--- src/hw/rtl/sfla_pkg.sv ---
// Shared constants, types and helpers of the segment free-list allocator.
package sfla_pkg;

  localparam int unsigned MAX_SEGMENTS = 1024;

  localparam int unsigned IDX_W     = $clog2(MAX_SEGMENTS);
  localparam int unsigned CNT_W     = $clog2(MAX_SEGMENTS + 1);
  localparam int unsigned ADDR_W    = 48;
  localparam int unsigned SIZE_W    = 31;
  localparam int unsigned COUNT_W   = 11;
  localparam int unsigned CLIENT_W  = 16;
  localparam int unsigned STATUS_W  = 2;
  localparam int unsigned CFG_IDX_W = 2;
  localparam int unsigned PROD_W    = IDX_W + SIZE_W;
  localparam int unsigned DIV_CNT_W = $clog2(ADDR_W);

  typedef logic [CFG_IDX_W-1:0] cfg_idx_t;
  typedef logic [STATUS_W-1:0]  status_t;

  // register indexes
  localparam cfg_idx_t REG_AREA_BASE     = 2'd0;
  localparam cfg_idx_t REG_SEGMENT_BYTES = 2'd1;
  localparam cfg_idx_t REG_SEGMENT_COUNT = 2'd2;
  localparam cfg_idx_t REG_RESERVED      = 2'd3;

  // register reset values
  localparam logic [SIZE_W-1:0]  SEG_BYTES_RST = 31'd1048576;
  localparam logic [COUNT_W-1:0] SEG_COUNT_RST = 11'd1024;

  // request kinds
  localparam logic KIND_ALLOC = 1'b0;
  localparam logic KIND_FREE  = 1'b1;

  // result status codes
  localparam status_t ST_OK       = 2'd0;
  localparam status_t ST_NO_SEG   = 2'd1;
  localparam status_t ST_BAD_ADDR = 2'd2;

  // segments actually managed: programmed count clipped to the bound
  function automatic logic [CNT_W-1:0] eff_count(logic [COUNT_W-1:0] seg);
    if (32'(seg) > 32'(MAX_SEGMENTS)) begin
      return CNT_W'(MAX_SEGMENTS);
    end else begin
      return CNT_W'(seg);
    end
  endfunction

endpackage

--- src/hw/rtl/sfla_div.sv ---
// Bit-serial restoring divider: address offset by segment size.
module sfla_div (
  input  logic                          clk_i,
  input  logic                          rst_ni,
  input  logic                          start_i,
  input  logic [sfla_pkg::ADDR_W-1:0]   dividend_i,
  input  logic [sfla_pkg::SIZE_W-1:0]   divisor_i,
  output logic                          done_o,
  output logic [sfla_pkg::ADDR_W-1:0]   quotient_o,
  output logic [sfla_pkg::SIZE_W-1:0]   remainder_o
);

  logic                              busy_q, busy_d;
  logic                              done_q, done_d;
  logic [sfla_pkg::DIV_CNT_W-1:0]    cnt_q, cnt_d;
  logic [sfla_pkg::ADDR_W-1:0]       quo_q, quo_d;
  logic [sfla_pkg::SIZE_W-1:0]       rem_q, rem_d;
  logic [sfla_pkg::SIZE_W-1:0]       div_q, div_d;
  logic [sfla_pkg::SIZE_W:0]         trial;
  logic                              ge;

  // one quotient bit per cycle, MSB first; quotient shifts in behind the dividend
  assign trial = {rem_q, quo_q[sfla_pkg::ADDR_W-1]};
  assign ge    = trial >= {1'b0, div_q};

  always_comb begin
    busy_d = busy_q;
    done_d = 1'b0;
    cnt_d  = cnt_q;
    quo_d  = quo_q;
    rem_d  = rem_q;
    div_d  = div_q;
    if (start_i) begin
      busy_d = 1'b1;
      cnt_d  = '0;
      quo_d  = dividend_i;
      rem_d  = '0;
      div_d  = divisor_i;
    end else if (busy_q) begin
      quo_d = {quo_q[sfla_pkg::ADDR_W-2:0], ge};
      rem_d = ge ? sfla_pkg::SIZE_W'(trial - {1'b0, div_q})
                 : trial[sfla_pkg::SIZE_W-1:0];
      cnt_d = cnt_q + sfla_pkg::DIV_CNT_W'(1);
      if (cnt_q == sfla_pkg::DIV_CNT_W'(sfla_pkg::ADDR_W - 1)) begin
        busy_d = 1'b0;
        done_d = 1'b1;
      end
    end
  end

  always_ff @(posedge clk_i or negedge rst_ni) begin
    if (!rst_ni) begin
      busy_q <= 1'b0;
      done_q <= 1'b0;
      cnt_q  <= '0;
    end else begin
      busy_q <= busy_d;
      done_q <= done_d;
      cnt_q  <= cnt_d;
    end
  end

  always_ff @(posedge clk_i) begin
    quo_q <= quo_d;
    rem_q <= rem_d;
    div_q <= div_d;
  end

  assign done_o      = done_q;
  assign quotient_o  = quo_q;
  assign remainder_o = rem_q;

endmodule

--- config.mk ---
export PLATFORM = sky130hd
export DESIGN_NAME = sfla_div
export DESIGN_NICKNAME = d
export VERILOG_FILES = /design/src/hw/rtl/sfla_pkg.sv /design/src/hw/rtl/sfla_div.sv
export SDC_FILE = /design/constraint.sdc
export NUM_CORES = 1
export LEC_CHECK = 0
export BUFFER_PORTS_ARGS = -buffer_cell sky130_fd_sc_hd__buf_2
export CAP_MARGIN = 5
export CORE_ASPECT_RATIO = 1.4
export CORE_MARGIN = 5
export CORE_UTILIZATION = 45
export CTS_CLUSTER_SIZE = 14
export DETAILED_ROUTE_END_ITERATION = 6
export GPL_TIMING_DRIVEN = 0
export PLACE_DENSITY = 0.73
export SETUP_SLACK_MARGIN = 0.1
export SLEW_MARGIN = 10
export SYNTH_ARGS = -nofsm -noshare
export SYNTH_HDL_FRONTEND = slang
export SYNTH_SLANG_ARGS = --single-unit
--- constraint.sdc ---
create_clock -name clk_i -period 6.8 [get_ports clk_i]
set_clock_uncertainty 0.05 [all_clocks]
set_input_delay 0.68 -clock clk_i [delete_from_list [all_inputs] [get_ports clk_i]]
set_output_delay 0.68 -clock clk_i [all_outputs]
set_load 0.05 [all_outputs]
=== Yosys cells after proc, flatten, opt, wreduce, memory -nomap -nowiden ===
Index checks and enable logic that the tools add are counted.

* Register bits: 118
* Input port bits: 82
* Word-level logic and storage cells: 22

* $add $sub $neg: 2
* Order comparisons: 1
* Equal/unequal tests: 1
* Mux-type cells: 11
* Reductions and logical operators: 1

{| class="wikitable"
|+ Operators with widths
! operator !! number
|-
| 2-to-1 mux 48 bit || 2
|-
| >= comparator 32 x 31 -> 1 bit || 1
|-
| 2-to-1 mux 31 bit || 1
|-
| subtractor 31 bit || 1
|-
| 2-to-1 mux 6 bit || 2
|-
| adder 6 x 1 -> 6 bit, second input constant || 1
|-
| == test 6 bit, second input constant || 1
|-
| 2-to-1 mux 1 bit || 6
|-
| nonzero test 2 bit || 1
|}

=== Longest topological paths before layout ===
* Depth in word-level cells: 4
* Depth in mapped cells: 13
* Mapped depth without buffers: 12

=== Worst setup path after synthesis ===
OpenSTA, ideal clock, no wires.

* Path kind: register -> register
* Start: reg quo_q, in the netlist quotient_o[47]
* End: reg rem_q, in the netlist remainder_o[28]
* Library setup time: 0.123 ns
* Arrival time: 3.044 ns
* Slack: 3.583 ns
* Stages on the path, launching flop included: 14
* Period minus slack after synthesis: 3.217 ns
* Cells stage by stage: edfxtp_1 -> inv_1 -> ha_1 -> fa_1 -> nand2b_2 -> a21oi_2 -> a2111oi_4 -> o31ai_4 -> o21ai_2 -> a31oi_4 -> inv_2 -> buf_6 -> a31oi_1 -> o22ai_1

* Word-level cells in the longest chain between the ends: 2
* Elaborated cells between the ends (all ways): 3
* Those cells by class: add/sub (1); order compare (1); mux (1)

{| class="wikitable"
|+ RTL lines
! item !! line !! RTL
|-
| start: declaration || sfla_div.sv:16 || <nowiki>logic [sfla_pkg::ADDR_W-1:0] quo_q, quo_d;</nowiki>
|-
| start signal: assignment || sfla_div.sv:64 || <nowiki>quo_q <= quo_d;</nowiki>
|-
| subtractor 31 bit / >= comparator 32 x 31 -> 1 bit (equally long branches) || sfla_div.sv:41, sfla_div.sv:24 ||
|-
| 2-to-1 mux 31 bit * || sfla_div.sv:41 || <nowiki>rem_d = ge ? sfla_pkg::SIZE_W'(trial - {1'b0, div_q})</nowiki>
|-
| end signal: assignment || sfla_div.sv:65 || <nowiki>rem_q <= rem_d;</nowiki>
|-
| end: declaration || sfla_div.sv:17 || <nowiki>logic [sfla_pkg::SIZE_W-1:0] rem_q, rem_d;</nowiki>
|}

Mark *: on every way between the ends. The rest lies on a longest branch, timed or not.
A chain may end at the register's enable or synchronous reset.

=== Worst setup path in the final report ===
* Start: reg quo_q, in the netlist quotient_o[47]
* End: reg quo_q, in the netlist quotient_o[0] (data pin)

* Word-level cells in the longest chain between the ends: 3

{| class="wikitable"
|+ RTL lines
! item !! line !! RTL
|-
| >= comparator 32 x 31 -> 1 bit || sfla_div.sv:24 || <nowiki>assign ge = trial >= {1'b0, div_q};</nowiki>
|-
| 2-to-1 mux 48 bit || sfla_div.sv:39 || <nowiki>end else if (busy_q) begin</nowiki>
|-
| 2-to-1 mux 48 bit || sfla_div.sv:33 || <nowiki>if (start_i) begin</nowiki>
|-
| net quo_d, one bit || sfla_div.sv:16 ||
|}

The timed path passes the listed nets, and every way through them passes these cells. The select of a mux whose other input is x is not followed.

==> results.toml <==
[outcome]
status = "finished, final reports clean"

[worst_setup_path]
worst_reg2reg_path_startpoint = "quotient_o[47]$_DFFE_PP_"
timing.critical_path.required_ps = 6960
setup.worst_path.class = "reg2reg"
timing.critical_path.fanout_max = 10
critical_path.endpoint_type = "flip-flop"
critPathArrivalTime_ps = 3680
cp.buffers_inverters = 3
r2r_worst_path_depth = 12
worstSetupStartpointType = "flip-flop"
worstReg2RegEnd = "quotient_o[0]$_DFFE_PP_"
critPathTopFamily = "compound AO/OA/AOI/OAI gates"
timing.critical_path.cells = "inv_1 -> ha_1 -> fa_1 -> nand2b_2 -> a21oi_2 -> a2111oi_4 -> o31ai_4 -> o21ai_2 -> a31oi_4 -> inv_2 -> buf_6 -> o21ai_0"
cpMaxStageDelayCell = "sky130_fd_sc_hd__o31ai_4"
worst-r2r-setup-slack_ps = 3280
cpPeakStageDelay_ps = 440

[clock_tree]
cts-resized-gates = 0
cts_tree = "built"
clock_latency_ps = 420
max-clock-path-buffers = 2
cts_post_setup_buffers_inserted = 0
number_of_clock_buffers_inserted_by_tritoncts = 17
clockRootBuffer = "sky130_fd_sc_hd__clkbuf_16"
cts.htree.levels = 4
clock-sinks = 118
worst_setup_hold_path_clk_slew_ps = 60
hold_buffer_count_at_cts = 0

[sta]
timing.fmax_ghz = 0.284
whs_ps = 44.9
post-route-period-util_pct = 51.8
setup_repair_after_global_routing_missed_its_margin = "no"
timing.setup.tns_ps = 0
worst_pin_slew_ps = 812
timing.final.setup_violations = 0
period_minus_slack_ps = 3520
timing.final.ws_setup_ps = 3280
finalMaxSlewViolations = 0
max_slew_headroom_pct = 45.9
finalHoldViolCount = 0

[die]
row_count = 52
core-area_um2 = 14400
die-area_um2 = 17100
top_level_ports = 162
die-height_um = 153
start_util_pct = 45.5
die-width_um = 112

[layout]
final_layout_size_suffix_gt1_share_pct = 33.8
n_antenna_cell = 0
seq_area_um2 = 3190
fin_nets = 903
postLayoutCoreUtil_pct = 56.8
fillCellCount = 1273
multi_input_comb_area_um2 = 2990
final-instance-count-excl-fill = 990
synthToLayoutAreaGrowth_pct = 24.9

[synthesis]
async_flop_share_pct = 6.78
synth_area_leaders = "sky130_fd_sc_hd__edfxtp_1, sky130_fd_sc_hd__dfxtp_1, sky130_fd_sc_hd__mux2_2"
synthCells = 607
netlist.area_leader.share_pct = 36.3
synth_largest_area_cell = "sky130_fd_sc_hd__edfxtp_1"
synth-main-ff-cell = "sky130_fd_sc_hd__edfxtp_1"
synth-seq-area-share_pct = 48.8
synth_enable_flop_cells = 79
mappedNetlistNets = 722
postSynthRegisterBits = 118
synthesis.yosys.warnings = 0
yosys.cell_count.top_type = "sky130_fd_sc_hd__edfxtp_1"
synthesis.area_per_instance_um2 = 10.8
synthTopCellsByCount = "sky130_fd_sc_hd__edfxtp_1, sky130_fd_sc_hd__nand2_1, sky130_fd_sc_hd__nor2_1, sky130_fd_sc_hd__mux2_2, sky130_fd_sc_hd__inv_1"
post_synthesis_cell_area_um2 = 6540
post_synth_num_cell_types = 64

[placement]
place_congestion = 0.953
post-place-ws_ps = 3360
dp_hpwl_um = 13400
portBuffers = 161
placed_cells = 958

[routing]
avgRoutedWirePerCell_um = 18.1
wirelength_um = 17900
route.antenna.remaining_nets = 0
total_drc_errors_in_the_routed_layout = 0
vias = 5390
detail_route.iter0.violations = 310
drt_pre_antenna_iters = 5
drt-vias-per-instance = 5.44

[pwr]
cellPowerDensity_nw_per_um2 = 247
cellLeakagePower_uw = 0.00356
peakVddDrop_mv = 0.204

[min_path]
hp-class = "in2async"

[global_routing]
grt_pass1_wl_um = 28400
antenna_found_initial = 0
grt_start_max_net_pins = 33
grt_remaining_overflow = 0
number_of_global_route_vias_before_repair = 5497
global_route_usage_over_all_layers_pct = 21.1

[job]
max_capacitance_violation_count = 0
[cells in the final DEF, fill, tap and decap left out, types with 19 or more instances in the layout]
master and count:
sky130_fd_sc_hd__nor2_1 48, sky130_fd_sc_hd__ha_1 32, sky130_fd_sc_hd__edfxtp_1 79, sky130_fd_sc_hd__o21ai_0 23, sky130_fd_sc_hd__buf_2 162, sky130_fd_sc_hd__a311oi_1 19, sky130_fd_sc_hd__a21oi_1 40, sky130_fd_sc_hd__inv_1 43
sky130_fd_sc_hd__nand2_1 64, sky130_fd_sc_hd__mux2_2 47, sky130_fd_sc_hd__dfxtp_1 31
[worst max path at each step]
stage                                   startpoint                            to  cells past startpoint
final                     quotient_o[47]$_DFFE_PP_       quotient_o[0]$_DFFE_PP_                     12
after global placement                     start_i      quotient_o[39]$_DFFE_PP_                      5
after global routing      quotient_o[47]$_DFFE_PP_       quotient_o[0]$_DFFE_PP_                     12
after CTS                 quotient_o[47]$_DFFE_PP_       quotient_o[0]$_DFFE_PP_                     12
after floorplan           quotient_o[47]$_DFFE_PP_  remainder_o[28]$_SDFFE_PP0P_                     13
after detailed placement                   start_i      quotient_o[12]$_DFFE_PP_                      6
[per-layer routing]
| layer | vias to the layer above | global-route usage, % | share of wire [%] |
|---|---|---|---|
| li1 | 2580 | - | - |
| met1 | 2505 | 23.2 | 37 |
| met2 | 268 | 36.6 | 51 |
| met3 | 37 | 8.38 | 9.9 |
| met4 | 0 | 7.77 | 2.3 |
| met5 | - | 0 | 0 |
[cell families after synthesis]
family	Yosys count	share of synthesized area (%)
buffers and inverters	72	5.56
and+or+nand+nor	166	11.6
adders and majority gates	33	6.42
DFF	118	48.8
xor gates and xnor gates	29	3.88
muxes	50	8.55
AOI/OAI and AO/OA	139	15.2
[cell type report]
cell class | count | area share [%]
multi-input cells | 417 | 36.5
repair buffers | 162 | 10.1
clock inverters | 13 | 1.62
flip-flops and latches | 118 | 39.1
clock buffers | 19 | 5.30
plain buffers | 27 | 2.39
well taps | 189 | 2.89
inverters | 45 | 2.07
[metrics by stage]
stage | cell area [µm²] | power, µW
3_3_place_gp | 7590 | 1170
4_1_cts | 8170 | 2030
3_5_place_dp | 7610 | 1170
2_1_floorplan | 6540 | 1080
6_report | 8170 | 2020
5_1_grt | 8170 | 2100
[sequential cells by signal, summed over array words and instances (netlist names)]
signal / flops
busy_q: 1
cnt_q: 6
div_q: 31
done_o: 1
quotient_o: 48
remainder_o: 31
[worst register-to-register path: cells and delay by family (launching register included)]
| family | cells | cell delay [ps] |
|---|---|---|
| buf+inv | 3 | 460 |
| fa+ha+maj | 2 | 610 |
| compound gates | 6 | 1590 |
| flops | 1 | 390 |
| simple gates | 1 | 220 |
[power by group]
part	internal, µW	total (µW)	switching [µW]
Clock	536	860	325
Sequential	821	845	24.2
Combinational	101	310	210
Total	1460	2020	558
Power figures use the tool's default switching activity.
